**src/rtl/core/savgol_vector_fir_filter_core_assert.svh**
```systemverilog
// ----------------------------------------------------------------------------
// Assertion macros for the smoothing filter core
// Implication and next-cycle implication checks, clocked and reset-gated.
// ----------------------------------------------------------------------------
`ifndef SAVGOL_VECTOR_FIR_FILTER_CORE_ASSERT_SVH
`define SAVGOL_VECTOR_FIR_FILTER_CORE_ASSERT_SVH

// Same-cycle implication, disabled while reset is low.
`define SGF_ASSERT_IMP(label, clk, rst_n, ante, cons) \
    label: assert property (@(posedge clk) disable iff (!rst_n) (ante) |-> (cons)) \
        else $error("sgf: implication check failed");

// Next-cycle implication, disabled while reset is low.
`define SGF_ASSERT_NEXT(label, clk, rst_n, ante, cons) \
    label: assert property (@(posedge clk) disable iff (!rst_n) (ante) |=> (cons)) \
        else $error("sgf: next-cycle check failed");

`endif

```
**src/rtl/core/sgf_job_fifo.sv**
```systemverilog
// ----------------------------------------------------------------------------
// Job queue
// Short register FIFO with fall-through read between front and back ends.
// ----------------------------------------------------------------------------
module sgf_job_fifo #(
    parameter int WIDTH   = 12,
    parameter int ENTRIES = 2
) (
    input  logic             i_clk,
    input  logic             i_rst_n,
    input  logic             i_push,
    input  logic [WIDTH-1:0] i_data,
    input  logic             i_pop,
    output logic [WIDTH-1:0] o_data,
    output logic             o_empty,
    output logic             o_full
);

    localparam int AW = (ENTRIES > 1) ? $clog2(ENTRIES) : 1;
    localparam int CW = $clog2(ENTRIES + 1);

    logic [WIDTH-1:0] r_mem [ENTRIES];
    logic [AW-1:0]    r_wr_ptr;
    logic [AW-1:0]    r_rd_ptr;
    logic [CW-1:0]    r_count;
    logic [AW-1:0]    wr_inc;
    logic [AW-1:0]    rd_inc;

    assign wr_inc  = (r_wr_ptr == AW'(ENTRIES - 1)) ? '0 : r_wr_ptr + 1'b1;
    assign rd_inc  = (r_rd_ptr == AW'(ENTRIES - 1)) ? '0 : r_rd_ptr + 1'b1;
    assign o_data  = r_mem[r_rd_ptr];
    assign o_empty = (r_count == '0);
    assign o_full  = (r_count == CW'(ENTRIES));

    // Entry storage.
    always_ff @(posedge i_clk) begin
        if (i_push) begin
            r_mem[r_wr_ptr] <= i_data;
        end
    end

    // Pointers and fill count.
    always_ff @(posedge i_clk) begin
        if (!i_rst_n) begin
            r_wr_ptr <= '0;
            r_rd_ptr <= '0;
            r_count  <= '0;
        end else begin
            if (i_push) begin
                r_wr_ptr <= wr_inc;
            end
            if (i_pop) begin
                r_rd_ptr <= rd_inc;
            end
            case ({i_push, i_pop})
                2'b10:   r_count <= r_count + 1'b1;
                2'b01:   r_count <= r_count - 1'b1;
                default: r_count <= r_count;
            endcase
        end
    end

endmodule

```
**config.mk**
```make
export PLATFORM = sky130hd
export DESIGN_NAME = sgf_job_fifo
export DESIGN_NICKNAME = d
export VERILOG_FILES = /design/src/rtl/core/savgol_vector_fir_filter_core_assert.svh /design/src/rtl/core/sgf_job_fifo.sv
export SDC_FILE = /design/constraint.sdc
export NUM_CORES = 1
export LEC_CHECK = 0
export BUFFER_PORTS_ARGS = -buffer_cell sky130_fd_sc_hd__buf_4
export CAP_MARGIN = 10
export CORE_MARGIN = 2
export CORE_UTILIZATION = 49
export DETAILED_ROUTE_END_ITERATION = 8
export GPL_TIMING_DRIVEN = 0
export PLACE_DENSITY = 0.82
export SYNTH_ARGS = -nofsm -noshare
export SYNTH_HDL_FRONTEND = slang
export SYNTH_SLANG_ARGS = --single-unit
```
**constraint.sdc**
```tcl
create_clock -name i_clk -period 1.35 [get_ports i_clk]
set_input_delay 0.0675 -clock i_clk [delete_from_list [all_inputs] [get_ports i_clk]]
set_output_delay 0.0675 -clock i_clk [all_outputs]
set_load 0.02 [all_outputs]
```
==> impl_metrics.tcl <==
set metrics [dict create \
    status "completed" \
    worstPathCellList "clkbuf_16 > mux2_4 > buf_6" \
    io_pins 30 \
    ys.flop_type "edfxtp_1" \
    portBuffers 29 \
    design.core.area_sq_mm 0.002022 \
    hold_path_class "input port to flip-flop" \
    grt.total_usage_pct 17.32 \
    clk_pin_slew_worst_paths_ns 0.07 \
    ys_types 16 \
    slew_headroom_pct 54.83 \
    num_rows 16 \
    required_ns 1.28 \
    whs_path_depth 3 \
    die_h_microns 50.89 \
    clockBufferDepth 2 \
    yosysWarnings 0 \
    timing.rr.end "r_mem[1][3]$_DFFE_PP_" \
    cpMaxStageDelayCell "dfxtp_4" \
    power_density_mw_per_mm2 1165 \
    drc 0 \
    dieArea_sq_mm 0.002590 \
    synth_seq_cells 29 \
    area_growth_pct 52.85 \
    clock-sinks 29 \
    end_kind "primary output" \
    max_freq_mhz 742.3 \
    drt_iter0_drc 8 \
    clock_latency_ns 0.32 \
    ir_worst_vdd_mv 0.8861 \
    hold_start "i_pop" \
    slowest_delay_ns 0.38 \
    cap_viol_max_count 0 \
    r2r_cells 1 \
    synth_area_sq_mm 0.001077 \
    async_reset_ff_share_pct 0 \
    n_antenna_cell 0 \
    antenna_found_initial 0 \
    drv_slew 0 \
    tightestPinTransition_ns 0.6768 \
    drive_gt1_share_pct 47.27 \
    synthCells 59 \
    fin_cells 137 \
    reg2reg_slack_ns 0.10 \
    gp_congestion 0.5997 \
    cts_made_buffers 5 \
    drt-vias-per-instance 4.942 \
    critPathArrivalTime_ns 1.28 \
    yosysSeqAreaShare_pct 76.19 \
    synth_area_leaders "edfxtp_1, mux2_2, dfxtp_1" \
    post-synth-top-count-cell "edfxtp_1" \
    dp_cells 115 \
    start_util_pct 53.28 \
    die_x_microns 50.89 \
    setup_viol 0 \
    ant_nets 0 \
    grt_pass1_wl_mm 3.015 \
    fin_crit_sh_pct 99.79 \
    synth_top_cells_by_count "edfxtp_1, mux2_2, dfxtp_1" \
    cts_tree "yes" \
    globalRouteOverflowTotal 0 \
    final_nets 127 \
    postSynthAreaPerCell_sq_um 18.26 \
    timing_hold_violations_final 0 \
    cts-root-buf "clkbuf_4" \
    total_power_mw 1.919 \
    grt_pass1_vias 643 \
    grt_max_degree 14 \
    first_pass_iters 4 \
    wl_mm 2.018 \
    worstReg2RegStart "r_wr_ptr$_SDFFE_PN0P_" \
    netlist.area_leader.share_pct 66.90 \
    wl_per_cell_microns 14.73 \
    yosysTopAreaCell "edfxtp_1" \
    min_period_ns 1.347 \
    syn_nets 76 \
    synth_edf_count 24 \
    skew_ns 0.007738 \
    crit_path_start_kind "flip-flop" \
    vias 677 \
    cp_max_fo 5 \
    cellLeakagePower_nw 0.6682 \
    htreeDepth 2 \
    critPathKind "flip-flop to primary output" \
    rsz0062_at_grt "yes" \
]
==> flip-flops by register name, indices dropped and copies added, names as in the netlist, named ones only <==
name,flops
r_count,2
r_rd_ptr,1
r_wr_ptr,1
r_mem,24
==> worst max-delay path, delay by kind of cell, from the launching register on <==
kind	cells	cell delay [ns]
DFF	1	0.38
muxes	1	0.30
buffers and inverters	2	0.28
==> worst max-delay path by stage <==
stage                                     start                    end  slack (ns)  cells past startpoint
after floorplan           r_wr_ptr$_SDFFE_PN0P_  r_mem[0][0]$_DFFE_PP_        0.09                      1
after global placement    r_wr_ptr$_SDFFE_PN0P_  r_mem[0][8]$_DFFE_PP_       -0.17                      1
after detailed placement  r_wr_ptr$_SDFFE_PN0P_  r_mem[0][8]$_DFFE_PP_       -0.21                      1
after CTS                             flip-flop              o_data[9]       -0.03                      3
after global routing                  flip-flop             o_data[10]       -0.05                      3
final                                 flip-flop             o_data[10]       0.003                      3
==> cell type report <==
class,instances,area [sq um]
Inverter,1,3.754
Buffer,1,15.01
Clock buffer,6,41.29
Tap cell,27,33.78
Sequential cell,29,824.5
Clock inverter,1,3.754
Timing Repair Buffer,44,429.2
Multi-Input combinational cell,28,295.3
Fill cell,121,375.4
==> where the power goes <==
part           internal [mW]  leakage [nW]  switching (mW)
combinational          0.246         0.375           0.170
clock                  0.188        0.0258           0.259
sequential              1.03         0.267          0.0284
total                   1.46         0.668           0.458
==> through the flow <==
stage          utilization [%]  setup slack (ns)  cell area [sq um]  TNS [ns]  hold slack, ns
4_1_cts                  77.10          -0.02626               1559  -0.05817         0.07275
3_3_place_gp             65.72           -0.1693               1329    -2.092          0.2530
6_report                 81.44          0.002892               1647         0         0.08110
2_1_floorplan                -           0.09405               1077         0          0.1664
5_1_grt                  81.44          -0.04933               1647   -0.3677         0.09002
3_5_place_dp             65.72           -0.2105               1329    -2.656          0.2552
==> what timing repair did <==
action,in CTS,in global routing
setup buffers,1,0
endpoints found under the setup margin,23,12
endpoints found under the hold margin,27,0
cloned,0,1
gates resized for setup,14,17
hold buffers,13,0
==> cells by family after synthesis <==
logic type	share of synthesized area [%]
flops	76.19
fa+ha+maj	1.161
mux	12.54
xor+xnor	2.439
simple gates	4.995
buf+inv	0.8122
compound gates	1.858
==> cells in the final DEF, fill, tap and decap left out <==
| cell | netlist | layout |
|---|---|---|
| xor2_1 | 1 | 1 |
| and2_1 | 4 | 4 |
| or3_1 | 1 | 1 |
| nor2b_1 | 1 | 1 |
| dfxtp_1 | 5 | 4 |
| o21a_1 | 1 | 1 |
| ha_1 | 1 | 1 |
| dlygate4sd3_1 | 0 | 13 |
| xnor2_1 | 2 | 2 |
| o21ai_0 | 1 | 1 |
| a21boi_1 | 1 | 1 |
| buf_8 | 0 | 1 |
| and2b_2 | 1 | 1 |
| clkbuf_4 | 0 | 5 |
| mux2_4 | 0 | 12 |
| buf_4 | 0 | 17 |
| nor2_2 | 0 | 1 |
| edfxtp_1 | 24 | 24 |
| clkinv_1 | 0 | 1 |
| inv_1 | 1 | 1 |
| clkbuf_1 | 0 | 1 |
| buf_6 | 0 | 13 |
| nor2_1 | 2 | 1 |
| dfxtp_4 | 0 | 1 |
| clkbuf_16 | 0 | 1 |
==> metal layers <==
metal | part of all wire, % | vias to the layer above | global-route usage (%)
met5 | 0 | - | 0
met4 | 0.89 | 0 | 4.054
met3 | 5.6 | 3 | 8.772
met2 | 58 | 26 | 31.36
met1 | 36 | 328 | 17.71
li1 | - | 320 | -
Note: power is estimated with default switching activity, not from simulation.
