[config.mk]
export PLATFORM = sky130hd
export DESIGN_NAME = sgf_ram
export DESIGN_NICKNAME = d
export VERILOG_FILES = /design/src/rtl/core/savgol_vector_fir_filter_core_assert.svh /design/src/rtl/core/sgf_ram.sv
export SDC_FILE = /design/constraint.sdc
export NUM_CORES = 1
export LEC_CHECK = 0
export BUFFER_PORTS_ARGS = -buffer_cell sky130_fd_sc_hd__clkbuf_2
export CORE_MARGIN = 2
export CORE_UTILIZATION = 30
export CTS_BUF_LIST = sky130_fd_sc_hd__clkbuf_2
export DETAILED_ROUTE_END_ITERATION = 8
export PLACE_DENSITY = 0.41
export SLEW_MARGIN = 40
export SYNTH_ARGS = -nofsm -noshare
export SYNTH_HDL_FRONTEND = slang
export SYNTH_SLANG_ARGS = --single-unit
[constraint.sdc]
create_clock -name i_clk -period 5.2 [get_ports i_clk]
set_clock_uncertainty 0.1 [all_clocks]
set_input_delay 1.04 -clock i_clk [delete_from_list [all_inputs] [get_ports i_clk]]
set_output_delay 1.04 -clock i_clk [all_outputs]
set_load 0.01 [all_outputs]
[src/rtl/core/savgol_vector_fir_filter_core_assert.svh]
// ----------------------------------------------------------------------------
// Assertion macros for the smoothing filter core
// Implication and next-cycle implication checks, clocked and reset-gated.
// ----------------------------------------------------------------------------
`ifndef SAVGOL_VECTOR_FIR_FILTER_CORE_ASSERT_SVH
`define SAVGOL_VECTOR_FIR_FILTER_CORE_ASSERT_SVH

// Same-cycle implication, disabled while reset is low.
`define SGF_ASSERT_IMP(label, clk, rst_n, ante, cons) \
    label: assert property (@(posedge clk) disable iff (!rst_n) (ante) |-> (cons)) \
        else $error("sgf: implication check failed");

// Next-cycle implication, disabled while reset is low.
`define SGF_ASSERT_NEXT(label, clk, rst_n, ante, cons) \
    label: assert property (@(posedge clk) disable iff (!rst_n) (ante) |=> (cons)) \
        else $error("sgf: next-cycle check failed");

`endif

[src/rtl/core/sgf_ram.sv]
// ----------------------------------------------------------------------------
// Generic RAM
// One write port and one read port with a registered, enabled read.
// ----------------------------------------------------------------------------
module sgf_ram #(
    parameter int WIDTH = 8,
    parameter int DEPTH = 32
) (
    input  logic                     i_clk,
    input  logic                     i_we,
    input  logic [$clog2(DEPTH)-1:0] i_waddr,
    input  logic [WIDTH-1:0]         i_wdata,
    input  logic                     i_re,
    input  logic [$clog2(DEPTH)-1:0] i_raddr,
    output logic [WIDTH-1:0]         o_rdata
);

    logic [WIDTH-1:0] r_mem [DEPTH];
    logic [WIDTH-1:0] r_rdata;

    // Storage write and registered read; the read data holds between reads.
    always_ff @(posedge i_clk) begin
        if (i_we) begin
            r_mem[i_waddr] <= i_wdata;
        end
        if (i_re) begin
            r_rdata <= r_mem[i_raddr];
        end
    end

    assign o_rdata = r_rdata;

endmodule

==> results by group, run 1 <==
Clocking
  – Hold bufs inserted after CTS: 0
  – CTS tree: yes
  – Clock Latency Late Sink: 0.81 ns
  – H-tree depth: 3
  – Root Driver: clkbuf_2
  – Clock Sinks: 264
  – Post-CTS Setup Inserts: 0
  – CTS buffer count: 70
  – Clk slew on worst S/H paths: about 0.09 ns
  – Post_cts resized: 0
  – CTS max path bufs: 3

Yosys
  – Net count after synthesis: 438
  – Synth area leaders: edfxtp_1 (78%), mux4_2 (18%), nor2_1 (1.2%), mux2_2 (0.89%), buf_4 (0.44%)
  – Mapped Area: 10100 um^2
  – Xor-xnor portion of the synthesized cell area: 0%
  – Mux contribution to synthesized area: 18.7%
  – Cells after synthesis: 417
  – Compound-cell area share of the yosys netlist: 0%
  – Post-synth top area share: 78.2%
  – Sequential element share of the synthesized area: 78.2%
  – Flip-flop and latch count after synthesis: between 200 and 300
  – Simple-gate share of the synthesized area: under 10%
  – Post-Synth Adder-Cell Area: 0%
  – Combinational family with the most area after synthesis: multiplexers
  – YS warnings: 0
  – Top cell type by total area after synthesis: edfxtp_1
  – Avg Cell Area, Syn: 24.3 um^2
  – Count of cell types in the netlist: 14

Floorplan
  – Die width: 188 um
  – Die outline height: between 150 and 200 um
  – Rows: 67
  – Die ar.: between 30000 and 40000 um^2
  – Core Region: 33400 um^2
  – Starting Density: 30.4%
  – Top Ports: 29

Global route
  – Largest net degree at the start of global routing: 65
  – Gr ovfl total: 0
  – First-pass GRT wire length: around 35 mm
  – Vias in the first global route: just over 5000
  – Initial antenna violation count: 2
  – Tot GR Track Use: between 10% and 20%

Setup path
  – Startpoint types: input port
  – CP Capture Type: register
  – Crit path DAT: 3.30 ns
  – CP max stage delay: approximately 0.62 ns
  – Worst EP required: 5.62 ns
  – Max FO, Critical Path: 46
  – CP max-delay cell: mux4_2
  – Most used cell, CP: mux4_2
  – Setup CP Type: input port to register
  – CP cell instances: buf_4 -> buf_12 -> mux4_2 -> mux4_2 -> mux2_2

STA
  – Final Setup Violations: 0
  – Hold WS: about 0.6 ns
  – Post-route minimum period: 2.88 ns
  – Tcrit/Tclk final: 55.5%
  – Worst setup margin: around 2.3 ns
  – Setup TNS: 0 ns
  – Max Slew Vio Count: 0
  – RSZ-0062 raised after global routing: no
  – Final hold vios: 0
  – Worst-Margin Slew: around 0.79 ns
  – Slew margin rel.: between 40% and 50%
  – Max Freq: 347 MHz

Routing
  – DR vias: ~4600
  – DR vias/cell: 4.68
  – First-pass DRT Iterations: 4
  – Routed len/inst: 24.4 um
  – Total Wirelength: 24.2 mm
  – DRT iter0 DRCs: 275
  – DRC: 0
  – Antenna viol nets, final: 0

Power and ir drop
  – Power density cells: 342 nW/um^2
  – Pleak: 3.56 nW
  – Maximum VDD drop: 0.0000878 V

Placement
  – IO buf count: 28
  – Cell Area, Placed: 10900 um^2
  – Post-place setup slack: 1.46 ns
  – DP HPWL: 14.4 mm
  – Final GP Congestion: 0.710

Finish
  – Ratio of cells with drive above 1 in the final layout: between 40% and 50%
  – Area growth, synth to finish: 12.6%
  – Final instance area: between 10000 and 15000 um^2
  – Nets: ~520
  – Sequential Area: 7930 um^2
  – # fillers: 3216
  – Multi-input combinational cell area: 2170 um^2

Job
  – Max-cap viol count: 0

Hold path
  – Hold crit path type: input port to register

Outcome
  – Status: finished clean
worst max-delay path: cells and delay by family:
kind,cells,cell delay [ns]
buf+inv,2,0.76
mux,3,1.42
path summary, 6_finish.rpt:
path,cells past startpoint,slack [ns],endpoint,startpoint
setup / recovery,5,2.32,o_rdata[2]$_DFFE_PP_,i_raddr[0]
hold / removal,1,0.61,o_rdata[7]$_DFFE_PP_,i_re
setup reg to reg,3,3.10,o_rdata[1]$_DFFE_PP_,r_mem[13][1]$_DFFE_PP_
hold reg to reg,3,0.86,o_rdata[3]$_DFFE_PP_,r_mem[22][3]$_DFFE_PP_
report_power, final:
group / switching [mW] / internal (mW) / total, mW
Clock: 0.799 / 0.494 / 1.29
Sequential: 0.0115 / 2.37 / 2.38
Combinational: 0.136 / 0.0935 / 0.229
Total: 0.946 / 2.96 / 3.91
cell type report:
class / instances / share of cell area, %
diodes: 2 / 0.0439
well taps: 448 / 4.91
repair buffers: 33 / 1.80
multi-input cells: 133 / 19.0
clock buffers: 97 / 4.26
clock inverters: 14 / 0.504
flip-flops and latches: 264 / 69.5
cells in the final DEF, fill, tap and decap left out, drive strengths merged:
cell | netlist | final
mux4 | 80 | 80
edfxtp | 264 | 264
clkinv | 0 | 14
or3 | 1 | 1
nand3b | 5 | 5
clkbuf | 6 | 123
nor2 | 33 | 33
diode | 0 | 2
buf | 14 | 7
mux2 | 8 | 8
nand2 | 1 | 1
or3b | 3 | 3
nand3 | 2 | 2
per-stage QoR:
step	instances	util, %	total power, mW
global route	991	34.2	4.09
finish	991	34.2	3.91
detailed placement	878	32.5	2.67
floorplan	417	-	2.56
global placement	878	32.3	2.66
CTS	989	34.2	3.98
synth_stat cells:
master,count
buf_1,6
buf_2,1
buf_4,6
buf_6,1
clkbuf_1,6
edfxtp_1,264
mux2_2,8
mux4_2,80
nand2_1,1
nand3_1,2
nand3b_1,5
nor2_1,33
or3_1,1
or3b_2,3
flip-flops by register name (all words and copies together), names as in the netlist:
name	cells
r_mem	256
o_rdata	8
cells by family after synthesis:
| family | count (synthesis) |
|---|---|
| buffers and inverters | 20 |
| DFF | 264 |
| muxes | 88 |
| and+or+nand+nor | 45 |
layer usage:
layer / share of wire (%) / GRT usage [%]
met4: 1.4 / 4.85
met5: 0 / 0
met1: 48 / 19.9
met2: 46 / 20.9
met3: 5.0 / 3.93
Note: power is estimated with default switching activity, not from simulation.
==> run 2: changes to the inputs <==
Settings changed: PLACE_DENSITY 0.41 to 0.43.
Clock period 5.2 ns to 2.6 ns, I/O delays scaled along.
==> run 2 against run 1 <==
  * Power up 110%
  * Cell count rose by 3.9%
  * First-iteration DRC count is 30% higher
  * Worst setup slack worse by 1.8 ns
  * Flip-flop and latch count is the same
  * Count of clock-buffer cells in the layout is the same
  * Combinational power is 110% higher
  * Critical path type is now register to register
  * Highest routed layer unchanged
==> results by group, run 2 (synthesis results as in run 1) <==
Global route
  – Vias in the first global route: 5316 (+4.2%)
  – Met3 GRT Util: 3.63% (-0.30 points)
  – Tot GR Track Use: 14.2% (+0.13 points)
  – Gr ovfl total: 0 (unchanged)
  – First-pass GRT wire length: 35.5 mm (+1.3%)
  – Initial antenna violation count: 1 (-1)
  – Most crowded layer after global routing: met2
  – Met1 capacity usage during global routing: 18.7% (-1.1 points)
  – Met2 Use GR: 22.4% (+1.5 points)
  – Largest net degree at the start of global routing: 33 (-49%)

Setup path
  – Worst EP required: 3.06 ns (-2.56 ns)
  – Setup CP Type: register to register
  – R2R Path Start: r_mem[31][5]$_DFFE_PP_
  – CP Capture Type: register
  – R2R depth: 3 (unchanged)
  – Flop-to-flop setup slack: 0.50 ns (-2.60 ns)
  – Startpoint types: register
  – Reg-to-reg endpoint: o_rdata[5]$_DFFE_PP_
  – Max FO, Critical Path: 1 (-98%)
  – Crit path DAT: 2.55 ns (-0.75 ns)

Hold path
  – WHS Path Cells: 2 (+1)
  – Min-delay src: i_raddr[3]
  – Worst Hold End: o_rdata[7]$_DFFE_PP_
  – Hold crit path type: input port to register

Floorplan
  – Rows: 67 (unchanged)
  – Die outline height: 188 um (unchanged)
  – Die ar.: 35300 um^2 (unchanged)
  – Starting Density: 30.4% (unchanged)
  – Top Ports: 29 (unchanged)
  – Core Region: 33400 um^2 (unchanged)
  – Die width: 188 um (unchanged)

STA
  – Max Slew Vio Count: 0 (unchanged)
  – Hold WS: 0.153 ns (-0.462 ns)
  – Tcrit/Tclk final: between 80 and 90%
  – Post-route minimum period: 2.10 ns
  – RSZ-0062 raised after global routing: no
  – Slew margin rel.: 49.6% (+2.2 points)
  – Final hold vios: 0 (unchanged)
  – Worst-Margin Slew: 0.756 ns (-0.0301 ns)
  – Worst setup margin: 0.504 ns (-1.81 ns)
  – Final Setup Violations: 0 (unchanged)
  – Max Freq: 477 MHz

Routing
  – DR vias: 4840 (+4.4%)
  – DRC: 0 (unchanged)
  – Routed len/inst: 23.4 um (-4.1%)
  – Antenna viol nets, final: 0 (unchanged)
  – First-pass DRT Iterations: 4 (unchanged)
  – Total Wirelength: 24.1 mm (-0.35%)
  – DRT iter0 DRCs: 357 (+30%)
  – DR vias/cell: 4.70 (+0.40%)

Power and ir drop
  – Sequential share of power: 59.3% (-1.7 points)
  – Pint: 6.14 mW (+110%)
  – Maximum VDD drop: 0.000258 V (+190%)
  – Sw power: 1.89 mW (+100%)
  – Comb pwr share: 6.1% (+0.2 points)
  – Power density cells: 683 nW/um^2 (+99%)
  – Net Sw Frac: 23.6% (-0.67 points)
  – Final total power: 8.04 mW (+110%)
  – Clock share of power: 34.7% (+1.6 points)
  – Pleak: 3.83 nW (+7.7%)

Clocking
  – Post-CTS Setup Inserts: 0 (unchanged)
  – Hold bufs inserted after CTS: 1 (+1)
  – CTS tree: yes
  – CTS buffer count: 67 (-4.3%)
  – Post_cts resized: 0 (unchanged)
  – Clock Sinks: 264 (unchanged)
  – Clk slew on worst S/H paths: 0.12 ns (+0.03 ns)
  – H-tree depth: 3 (unchanged)
  – Root Driver: clkbuf_2
  – CTS max path bufs: 3 (unchanged)
  – Clock Latency Late Sink: 0.81 ns (about the same)

Finish
  – Sequential Area: 7930 um^2 (unchanged)
  – Largest Register: r_mem
  – Final instance area: 11800 um^2 (+3.1%)
  – Number of flip-flops in the largest register: 256 (unchanged)
  – Nets: 560 (+7.1%)
  – Multi-input combinational cell area: 2100 um^2 (-3.1%)
  – Area growth, synth to finish: 16.1%
  – # fillers: 3164 (-1.6%)
  – Commonest non-fill, non-tap cell in the layout: edfxtp_1
  – Commonest cells after routing, fill and taps aside: edfxtp_1 (264), clkbuf_2 (124), mux4_2 (80)
  – Ratio of cells with drive above 1 in the final layout: 46.1% (-0.45 points)

Placement
  – Cell Area, Placed: 11200 um^2 (+2.8%)
  – Post-place setup slack: -0.172 ns (-1.63 ns)
  – DP HPWL: 15.1 mm (+4.9%)
  – IO buf count: 28 (unchanged)
  – Final GP Congestion: 0.710 (unchanged)

Job
  – Max-cap viol count: 0 (unchanged)

Outcome
  – Status: finished clean
run 2: cell types whose count changed in the layout (fill, tap and decap cells not counted), sizes merged:
cell | previous run | this run
bufinv | 0 | 2
buf | 7 | 45
diode | 2 | 1
clkbuf | 123 | 124
inv | 0 | 3
dlygate4sd3 | 0 | 1
clkinv | 14 | 9
run 2: layer usage:
layer | share of wire (%) | wire length (um)
met5 | 0 | 0
met4 | 2.3 | 551
met3 | 7.9 | 1910
met2 | 49 | 11700
met1 | 41 | 9950
run 2: worst max-delay path by stage:
stage / cells past startpoint / from / slack [ns] / endpoint
CTS: 3 / r_mem[27][5]$_DFFE_PP_ / 0.50 / o_rdata[5]$_DFFE_PP_
detailed placement: 5 / i_raddr[0] / -0.17 / o_rdata[5]$_DFFE_PP_
finish: 3 / r_mem[31][5]$_DFFE_PP_ / 0.50 / o_rdata[5]$_DFFE_PP_
floorplan: 5 / i_raddr[2] / 0.04 / o_rdata[0]$_DFFE_PP_
global route: 3 / r_mem[30][5]$_DFFE_PP_ / 0.47 / o_rdata[5]$_DFFE_PP_
global placement: 5 / i_raddr[0] / -0.16 / o_rdata[5]$_DFFE_PP_
run 2: through the flow:
stage | util, % | setup TNS (ns) | cells
detailed placement | 33.5 | -0.947 | 917
floorplan | - | 0 | 417
finish | 35.3 | 0 | 1030
global route | 35.3 | 0 | 1030
CTS | 35.3 | 0 | 1029
global placement | 33.5 | -0.959 | 917
run 2: layout make-up:
cell class / instances / share of cell area (%)
clock inverter: 14 / 0.925
sequential: 264 / 67.4
antenna: 1 / 0.0213
tap: 448 / 4.76
timing repair buffer: 73 / 4.95
multi-input combinational: 133 / 17.8
clock buffer: 97 / 4.13
run 2: power groups by stage:
stage                     registers (mW)  logic, mW  clock network [mW]
after floorplan                     4.86      0.252                   0
after global placement              4.86      0.491                   0
after detailed placement            4.86      0.501                   0
after CTS                           4.76      0.504                2.92
after global routing                4.77      0.528                3.14
final                               4.76      0.487                2.79
run 2: worst max-delay path, cell delays in order (launching register included):
cell and delay (ns):
edfxtp_1 0.36, mux4_2 0.53, mux4_2 0.56, mux2_2 0.30
