### src/rtl/core/savgol_vector_fir_filter_core_assert.svh
// ----------------------------------------------------------------------------
// Assertion macros for the smoothing filter core
// Implication and next-cycle implication checks, clocked and reset-gated.
// ----------------------------------------------------------------------------
`ifndef SAVGOL_VECTOR_FIR_FILTER_CORE_ASSERT_SVH
`define SAVGOL_VECTOR_FIR_FILTER_CORE_ASSERT_SVH

// Same-cycle implication, disabled while reset is low.
`define SGF_ASSERT_IMP(label, clk, rst_n, ante, cons) \
    label: assert property (@(posedge clk) disable iff (!rst_n) (ante) |-> (cons)) \
        else $error("sgf: implication check failed");

// Next-cycle implication, disabled while reset is low.
`define SGF_ASSERT_NEXT(label, clk, rst_n, ante, cons) \
    label: assert property (@(posedge clk) disable iff (!rst_n) (ante) |=> (cons)) \
        else $error("sgf: next-cycle check failed");

`endif

### src/rtl/core/sgf_pkg.sv
// ----------------------------------------------------------------------------
// Smoothing filter package
// Field widths, request codes, state types and the back-end status bundle.
// ----------------------------------------------------------------------------
package sgf_pkg;

    // Fixed field widths of the request and configuration ports.
    localparam int WIDX_W   = 5;
    localparam int WEIGHT_W = 19;
    localparam int HW_W     = 4;
    localparam int LANES    = 3;

    localparam logic [HW_W-1:0] HW_RESET = HW_W'(2);

    // Request kinds.
    localparam logic KIND_WEIGHT = 1'b0;
    localparam logic KIND_SAMPLE = 1'b1;

    typedef enum logic {
        F_IDLE,
        F_EMIT
    } t_front_state;

    typedef enum logic [1:0] {
        B_IDLE,
        B_RUN,
        B_DRAIN,
        B_FINISH
    } t_back_state;

    // Status of the multiply-accumulate back end as seen by the front end.
    typedef struct packed {
        logic reading;
    } t_back_status;

endpackage

### src/rtl/core/sgf_req_if.sv
// ----------------------------------------------------------------------------
// Request channel
// Valid/ready channel carrying weight writes and samples into the core.
// ----------------------------------------------------------------------------
interface sgf_req_if #(
    parameter int SAMPLE_BITS = 32
);
    logic                                valid;
    logic                                ready;
    logic                                kind;
    logic [sgf_pkg::WIDX_W-1:0]          weight_index;
    logic signed [sgf_pkg::WEIGHT_W-1:0] weight_value;
    logic signed [SAMPLE_BITS-1:0]       sample_x;
    logic signed [SAMPLE_BITS-1:0]       sample_y;
    logic signed [SAMPLE_BITS-1:0]       sample_z;
    logic                                end_of_sequence;

    modport source (
        output valid, kind, weight_index, weight_value,
               sample_x, sample_y, sample_z, end_of_sequence,
        input  ready
    );

    modport sink (
        input  valid, kind, weight_index, weight_value,
               sample_x, sample_y, sample_z, end_of_sequence,
        output ready
    );
endinterface

### src/rtl/core/sgf_front.sv
// ----------------------------------------------------------------------------
// Smoothing filter front end
// Accepts requests, writes weights and history, and queues one job per result.
// ----------------------------------------------------------------------------
module sgf_front #(
    parameter int MAX_HALF_WINDOW = 15,
    parameter int SAMPLE_BITS     = 32
) (
    input  logic                                        i_clk,
    input  logic                                        i_rst_n,
    sgf_req_if.sink                                     i_req,
    input  logic                                        i_cfg_wr_en,
    input  logic [sgf_pkg::HW_W-1:0]                    i_cfg_wr_data,
    input  sgf_pkg::t_back_status                       i_back_status,
    input  logic                                        i_fifo_empty,
    input  logic                                        i_fifo_full,
    output logic                                        o_job_push,
    output logic [2+2*$clog2(2*MAX_HALF_WINDOW+1)-1:0]  o_job,
    output logic                                        o_weight_we,
    output logic [$clog2(2*MAX_HALF_WINDOW+1)-1:0]      o_weight_addr,
    output logic [sgf_pkg::WEIGHT_W-1:0]                o_weight_data,
    output logic                                        o_hist_we,
    output logic [$clog2(2*MAX_HALF_WINDOW+1)-1:0]      o_hist_addr,
    output logic [sgf_pkg::LANES*SAMPLE_BITS-1:0]       o_hist_data
);

    localparam int DEPTH = 2 * MAX_HALF_WINDOW + 1;
    localparam int IDX_W = $clog2(DEPTH);
    localparam int S_W   = $clog2(DEPTH + 1);

    sgf_pkg::t_front_state r_state, n_state;

    logic [sgf_pkg::HW_W-1:0] r_half_window;
    logic [S_W-1:0]           r_seen;
    logic [IDX_W-1:0]         r_newest;
    logic [S_W-1:0]           r_s;
    logic [S_W-1:0]           r_m;
    logic [S_W-1:0]           r_d;
    logic                     r_eos;

    logic             accept;
    logic             is_sample;
    logic [S_W-1:0]   m_eff;
    logic [S_W-1:0]   win;
    logic [S_W-1:0]   s_cur;
    logic [S_W-1:0]   s_next;
    logic [S_W-1:0]   first_d;
    logic [IDX_W-1:0] newest_inc;
    logic [S_W-1:0]   two_m;
    logic             job_filt;
    logic             job_last;
    logic [IDX_W-1:0] job_off;
    logic [IDX_W:0]   base_wide;
    logic [IDX_W-1:0] job_base;
    logic [IDX_W-1:0] job_taps;

    // Handshake: a new request waits until no queued or running job reads memory.
    assign i_req.ready = (r_state == sgf_pkg::F_IDLE) && i_fifo_empty
                         && !i_back_status.reading;
    assign accept      = i_req.valid && i_req.ready;
    assign is_sample   = (i_req.kind == sgf_pkg::KIND_SAMPLE);

    // Effective half window, window size and clamped sample count.
    always_comb begin
        if (32'(r_half_window) > 32'(MAX_HALF_WINDOW)) begin
            m_eff = S_W'(MAX_HALF_WINDOW);
        end else begin
            m_eff = S_W'(r_half_window);
        end
        win        = S_W'({m_eff, 1'b1});
        s_cur      = (r_seen < win) ? r_seen : win;
        s_next     = (s_cur < win) ? s_cur + 1'b1 : win;
        first_d    = (s_cur < m_eff) ? s_cur : m_eff;
        newest_inc = (r_newest == IDX_W'(DEPTH - 1)) ? '0 : r_newest + 1'b1;
    end

    // Memory writes happen at the accepting edge.
    assign o_weight_we   = accept && !is_sample
                           && (32'(i_req.weight_index) < 32'(DEPTH));
    assign o_weight_addr = IDX_W'(i_req.weight_index);
    assign o_weight_data = i_req.weight_value;
    assign o_hist_we     = accept && is_sample;
    assign o_hist_addr   = newest_inc;
    assign o_hist_data   = {i_req.sample_x, i_req.sample_y, i_req.sample_z};

    // Job for the result that lags the newest sample by r_d positions.
    always_comb begin
        two_m     = r_m << 1;
        job_filt  = (r_d == r_m) && (r_s >= two_m);
        job_last  = r_eos && (r_d == '0);
        job_off   = job_filt ? IDX_W'(two_m) : IDX_W'(r_d);
        base_wide = {1'b0, r_newest} + (IDX_W + 1)'(DEPTH) - {1'b0, job_off};
        if ({1'b0, r_newest} >= {1'b0, job_off}) begin
            job_base = r_newest - job_off;
        end else begin
            job_base = base_wide[IDX_W-1:0];
        end
        job_taps  = job_filt ? IDX_W'(two_m) : '0;
    end

    assign o_job      = {job_filt, job_last, job_base, job_taps};
    assign o_job_push = (r_state == sgf_pkg::F_EMIT) && !i_fifo_full;

    // Next state: a sample that yields results moves to the emit state.
    always_comb begin
        n_state = r_state;
        unique case (r_state)
            sgf_pkg::F_IDLE: begin
                if (accept && is_sample && (i_req.end_of_sequence || s_cur >= m_eff)) begin
                    n_state = sgf_pkg::F_EMIT;
                end
            end
            sgf_pkg::F_EMIT: begin
                if (o_job_push && (!r_eos || r_d == '0)) begin
                    n_state = sgf_pkg::F_IDLE;
                end
            end
            default: n_state = sgf_pkg::F_IDLE;
        endcase
    end

    // Control state: state, half window register, sample count, write pointer.
    always_ff @(posedge i_clk) begin
        if (!i_rst_n) begin
            r_state       <= sgf_pkg::F_IDLE;
            r_half_window <= sgf_pkg::HW_RESET;
            r_seen        <= '0;
            r_newest      <= '0;
        end else begin
            r_state <= n_state;
            if (i_cfg_wr_en) begin
                r_half_window <= i_cfg_wr_data;
            end
            if (accept && is_sample) begin
                r_newest <= newest_inc;
                r_seen   <= i_req.end_of_sequence ? '0 : s_next;
            end
        end
    end

    // Per-sample job parameters and the countdown over pending results.
    always_ff @(posedge i_clk) begin
        if (accept && is_sample) begin
            r_s   <= s_cur;
            r_m   <= m_eff;
            r_eos <= i_req.end_of_sequence;
            r_d   <= i_req.end_of_sequence ? first_d : m_eff;
        end else if (o_job_push) begin
            r_d <= r_d - 1'b1;
        end
    end

endmodule

### src/flat_wrapper.sv
// flat-port wrapper written by rule: the top's interface ports become plain ports
module sgf_front_flat 
#(
    parameter int MAX_HALF_WINDOW = 15,
    parameter int SAMPLE_BITS     = 32
)
  (i_clk, i_rst_n, i_cfg_wr_en, i_cfg_wr_data, i_back_status, i_fifo_empty, i_fifo_full, o_job_push, o_job, o_weight_we, o_weight_addr, o_weight_data, o_hist_we, o_hist_addr, o_hist_data, i_req_valid, i_req_kind, i_req_weight_index, i_req_weight_value, i_req_sample_x, i_req_sample_y, i_req_sample_z, i_req_end_of_sequence, i_req_ready);
  sgf_req_if #(.SAMPLE_BITS(SAMPLE_BITS)) i_req_i ();
  input  logic i_clk;
  input  logic i_rst_n;
  input  logic i_cfg_wr_en;
  input  logic [sgf_pkg::HW_W-1:0] i_cfg_wr_data;
  input  sgf_pkg::t_back_status i_back_status;
  input  logic i_fifo_empty;
  input  logic i_fifo_full;
  output logic o_job_push;
  output logic [2+2*$clog2(2*MAX_HALF_WINDOW+1)-1:0] o_job;
  output logic o_weight_we;
  output logic [$clog2(2*MAX_HALF_WINDOW+1)-1:0] o_weight_addr;
  output logic [sgf_pkg::WEIGHT_W-1:0] o_weight_data;
  output logic o_hist_we;
  output logic [$clog2(2*MAX_HALF_WINDOW+1)-1:0] o_hist_addr;
  output logic [sgf_pkg::LANES*SAMPLE_BITS-1:0] o_hist_data;
  input wire logic [$bits(i_req_i.valid)-1:0] i_req_valid;
  input wire logic [$bits(i_req_i.kind)-1:0] i_req_kind;
  input wire logic [$bits(i_req_i.weight_index)-1:0] i_req_weight_index;
  input wire logic [$bits(i_req_i.weight_value)-1:0] i_req_weight_value;
  input wire logic [$bits(i_req_i.sample_x)-1:0] i_req_sample_x;
  input wire logic [$bits(i_req_i.sample_y)-1:0] i_req_sample_y;
  input wire logic [$bits(i_req_i.sample_z)-1:0] i_req_sample_z;
  input wire logic [$bits(i_req_i.end_of_sequence)-1:0] i_req_end_of_sequence;
  output wire logic [$bits(i_req_i.ready)-1:0] i_req_ready;
  assign i_req_i.valid = i_req_valid;
  assign i_req_i.kind = i_req_kind;
  assign i_req_i.weight_index = i_req_weight_index;
  assign i_req_i.weight_value = i_req_weight_value;
  assign i_req_i.sample_x = i_req_sample_x;
  assign i_req_i.sample_y = i_req_sample_y;
  assign i_req_i.sample_z = i_req_sample_z;
  assign i_req_i.end_of_sequence = i_req_end_of_sequence;
  assign i_req_ready = i_req_i.ready;
  sgf_front #(.MAX_HALF_WINDOW(MAX_HALF_WINDOW), .SAMPLE_BITS(SAMPLE_BITS)) u_core (.i_clk(i_clk), .i_rst_n(i_rst_n), .i_req(i_req_i), .i_cfg_wr_en(i_cfg_wr_en), .i_cfg_wr_data(i_cfg_wr_data), .i_back_status(i_back_status), .i_fifo_empty(i_fifo_empty), .i_fifo_full(i_fifo_full), .o_job_push(o_job_push), .o_job(o_job), .o_weight_we(o_weight_we), .o_weight_addr(o_weight_addr), .o_weight_data(o_weight_data), .o_hist_we(o_hist_we), .o_hist_addr(o_hist_addr), .o_hist_data(o_hist_data));
endmodule
### config.mk
export PLATFORM = sky130hd
export DESIGN_NAME = sgf_front_flat
export DESIGN_NICKNAME = d
export VERILOG_FILES = /design/src/rtl/core/savgol_vector_fir_filter_core_assert.svh /design/src/rtl/core/sgf_pkg.sv /design/src/rtl/core/sgf_req_if.sv /design/src/rtl/core/sgf_front.sv /design/src/flat_wrapper.sv
export SDC_FILE = /design/constraint.sdc
export NUM_CORES = 1
export LEC_CHECK = 0
export BUFFER_PORTS_ARGS = -buffer_cell sky130_fd_sc_hd__buf_2
export CAP_MARGIN = 0
export CORE_AREA = 2 2 108 110
export CTS_BUF_LIST = sky130_fd_sc_hd__clkbuf_8
export DETAILED_ROUTE_END_ITERATION = 7
export DIE_AREA = 0 0 110 112
export PLACE_DENSITY = 0.73
export SKIP_LAST_GASP = 1
export SYNTH_ARGS = -nofsm -noshare
export SYNTH_HDL_FRONTEND = slang
export SYNTH_SLANG_ARGS = --single-unit
### constraint.sdc
create_clock -name i_clk -period 10.1 [get_ports i_clk]
set_input_delay 2.02 -clock i_clk [delete_from_list [all_inputs] [get_ports i_clk]]
set_output_delay 2.02 -clock i_clk [all_outputs]
set_load 0.01 [all_outputs]
==> out/qor.yml <==
global_route:
  busiest_layer: "met2"
  grt_pass1_wl_microns: 10300
  grt.met2_usage_pct: 15.9
  grt_remaining_overflow: 0
  via_count_of_the_first_global_routing_pass: 2119
  antenna_found_initial: 0
  grt_util_met1_pct: 12.8
  groute.layer.met3.usage_pct: 3.45
  grt_start_max_net_pins: 25
  grt_overall_usage_pct: 10.4
worst_setup_path:
  critical_path.slowest_cell: "inv_1"
  worstPathRequired_ns: 8.08
  worstPathCellList: "buf_2, nor3b_1, nand3_1, inv_1, buf_2"
  cp_slowest_stage_delay_ns: 0.82
  critPathMaxFanout: 24
  timing_worst_setup_path_type: "in2out"
  r2r_start: "u_core.r_half_window[1]"
  worst-endpoint-arrival_ns: 4.20
  setup.worst_path.end: "o_hist_we"
  crit_top_cell: "buf_2"
  r2r.worst_path.cells: 12
  rr_endpoint: "u_core.r_seen[0]"
  startpoint: "i_back_status"
  timing.reg2reg.setup_slack_ns: 5.72
  critPathCaptureType: "output pin"
  crit_path_start_kind: "primary input"
cts:
  cts_tree: "yes"
  cts_resized: 0
  clockRootBuffer: "clkbuf_8"
  post_cts_buffers: 0
  cts_num_sinks: 30
  number_of_buffers_added_by_the_clock_tree_synthesis_step: 5
  worst_skew_pair.late_latency_ns: 0.28
  htree_levels: 2
  clk_transition_reported_paths_ns: 0.06
  postCtsHoldBufs: 0
  clk_path_buf_depth: 2
timing:
  final_count_of_negative_setup_slack_endpoints: 0
  grt_setup_unrepaired: "no"
  finalSetupTns_ns: 0
  achievable-frequency_ghz: 0.161
  postLayoutSetupSlackWorst_ns: 3.88
  slew_violations: 0
  timing.slew.headroom_pct: 47.7
  finalCritPeriodShare_pct: 61.6
  tightest_slew_ns: 0.784
  final-hold-violation-count: 0
  fin_skew_ns: 0.00998
  final_period_minus_worst_setup_slack_ns: 6.22
placement:
  port-buffer-count: 42
  dpl_cell_area_sq_mm: 0.00279
  routabilityCongestion: 0.846
  placed_cells: 440
  post-place-ws_ns: 3.89
  post-dp-hpwl_microns: 5050
route:
  post_drt_via_cell_ratio: 5.06
  drt_drc_violations_left: 0
  first_iter_violations: 166
  via_count: 2269
  drt-wirelength-per-cell_microns: 14.5
  route.antenna.remaining_nets: 0
  drt_first_pass_iters: 4
  total_routed_length_microns: 6510
synth:
  synth_area_leader_cell: "buf_4"
  synth_compound_gate_area_share_pct: 14.0
  synth_top_family_by_area: "buffers and inverters"
  syn_inst: 384
  number_of_distinct_standard_cells_referenced_by_the_synthesized_netlist: 52
  syn-mean-instance-area_sq_um: 8.73
  yosys.area.top_type_share_pct: 27.5
  yosys-mux-area-fraction_pct: 4.70
  netlist_top_cells_area: "buf_4, edfxtp_1, ha_1, dfxtp_1, mux2i_1"
  synth.cell_area_sq_mm: 0.00335
  ys.flop_type: "edfxtp_1"
  count_of_synthesis_stage_warnings_from_yosys: 0
  synth-edff-count: 15
  synth_adder_area_share_pct: 11.3
  synth_simple_gate_area_share_pct: 13.0
  yosys_register_bits: 30
  synth.yosys.seq_area_share_pct: 22.4
  synth_async_sr_flop_share_pct: 0
  syn-num-nets: 546
  synth_xor_area_share_pct: 3.92
floorplan:
  design.portCount: 274
  chipHeight_microns: 112
  std_cell_rows: 39
  design.core.area_sq_mm: 0.0112
  die_area_sq_mm: 0.0123
  initial_core_util_pct: 30.0
  floorplan.die.width_microns: 110
power:
  irDropWorstVdd_v: 0.0000480
  switch_share_pct: 26.6
  share_of_total_power_in_sequential_cells_pct: 51.4
  relative_contribution_of_the_clock_network_to_total_power_pct: 34.3
  power_density_mw_per_mm2: 91.5
  switching_power_uw: 70.0
  cell_internal_pwr_uw: 193
  total_power_uw: 263
  total_leakage_power_nw: 1.26
  combinationalPowerShare_pct: 14.3
layout:
  layoutNonFillerInstCount: 448
  layout.nets: 466
  synthToLayoutAreaGrowth_pct: -14.2
  final_area_sq_mm: 0.00288
  drive_above_1_share_pct: 19.7
  antenna-diode-count: 0
worst_hold_path:
  hold-path-cell-count: 2
  worstHoldPathType: "reg2reg"
outcome:
  outcome: "finished clean"
flow_run:
  timing.max_cap.violations: 0
-- power groups by stage --
stage	Sequential [mW]	Combinational [mW]	Clock, mW
CTS	0.135	0.0377	0.0932
global route	0.136	0.0421	0.0999
detailed placement	0.138	0.0375	0
global placement	0.138	0.0363	0
finish	0.135	0.0375	0.0903
floorplan	0.136	0.0740	0
-- cells by family after synthesis --
family | after synthesis
AO/OA/AOI/OAI | 62
XOR/XNOR | 15
adder cells (fa/ha/maj) | 29
buffers and inverters | 149
flip-flops | 30
multiplexers | 15
other | 1
AND/OR/NAND/NOR | 83
-- area by class of cell --
cell class	instances	area [sq um]
multi-input combinational	205	1570
timing repair buffer	42	210
inverter	20	80.1
fill	1179	8300
tap	143	179
clock buffer	5	68.8
clock inverter	3	12.5
sequential	30	751
-- sequential cells by signal, summed over array words and instances, names as in the netlist --
register,count
u_core.r_d,5
u_core.r_eos,1
u_core.r_half_window,4
u_core.r_m,4
u_core.r_newest,5
u_core.r_s,5
u_core.r_seen,5
u_core.r_state,1
-- synth_stat cells, drive strengths merged (4+ instances only) --
library cell / count
buf: 125
ha: 27
inv: 19
nand2: 18
dfxtp: 15
edfxtp: 15
nor2: 14
mux2i: 12
nand3: 12
o211ai: 10
xnor2: 10
o21ai: 9
a21oi: 7
nand2b: 7
a21o: 6
and2: 6
a21boi: 5
a31oi: 5
and3: 5
nor4: 5
xor2: 5
clkbuf: 4
nor2b: 4
nor3: 4
-- worst min path at each step --
stage / from / endpoint / slack, ns
floorplan: u_core.r_seen[1] / u_core.r_seen[1] / 0.48
global placement: u_core.r_seen[1] / u_core.r_seen[1] / 0.52
detailed placement: u_core.r_seen[1] / u_core.r_seen[1] / 0.52
CTS: u_core.r_seen[1] / u_core.r_seen[1] / 0.52
global route: u_core.r_seen[1] / u_core.r_seen[1] / 0.55
finish: u_core.r_seen[1] / u_core.r_seen[1] / 0.54
-- worst max-delay path: cells and delay by family --
family / cells / cell delay, ns
and+or+nand+nor: 2 / 0.98
buffers and inverters: 3 / 1.19
-- stage by stage --
stage	hold slack (ns)	util, %
6_report	0.537	25.7
3_5_place_dp	0.516	25.0
4_1_cts	0.525	25.7
5_1_grt	0.553	25.7
2_1_floorplan	0.479	-
3_3_place_gp	0.520	25.0
-- placed cells by master (no fill, tap or decap), drive strengths merged, types with 2 or more instances in the layout --
master,n
buf,42
ha,27
inv,20
nand2,18
edfxtp,15
dfxtp,15
nor2,14
nand3,12
mux2i,12
o211ai,10
xnor2,10
o21ai,9
nand2b,7
a21oi,7
and2,6
a21o,6
xor2,5
a21boi,5
a31oi,5
nor4,5
clkbuf,5
and3,5
nor3,4
nor2b,4
a211oi,3
o21a,3
nand4,3
mux2,3
o31ai,3
clkinv,3
nor3b,2
a311oi,2
a41oi,2
fa,2
a221o,2
-- routing by layer --
metal	part of all wire (%)	vias up
met5	0	-
met4	3.1	0
met3	8.5	41
met2	45	107
met1	43	1068
li1	-	1053
(Power assumes the default switching activity.)
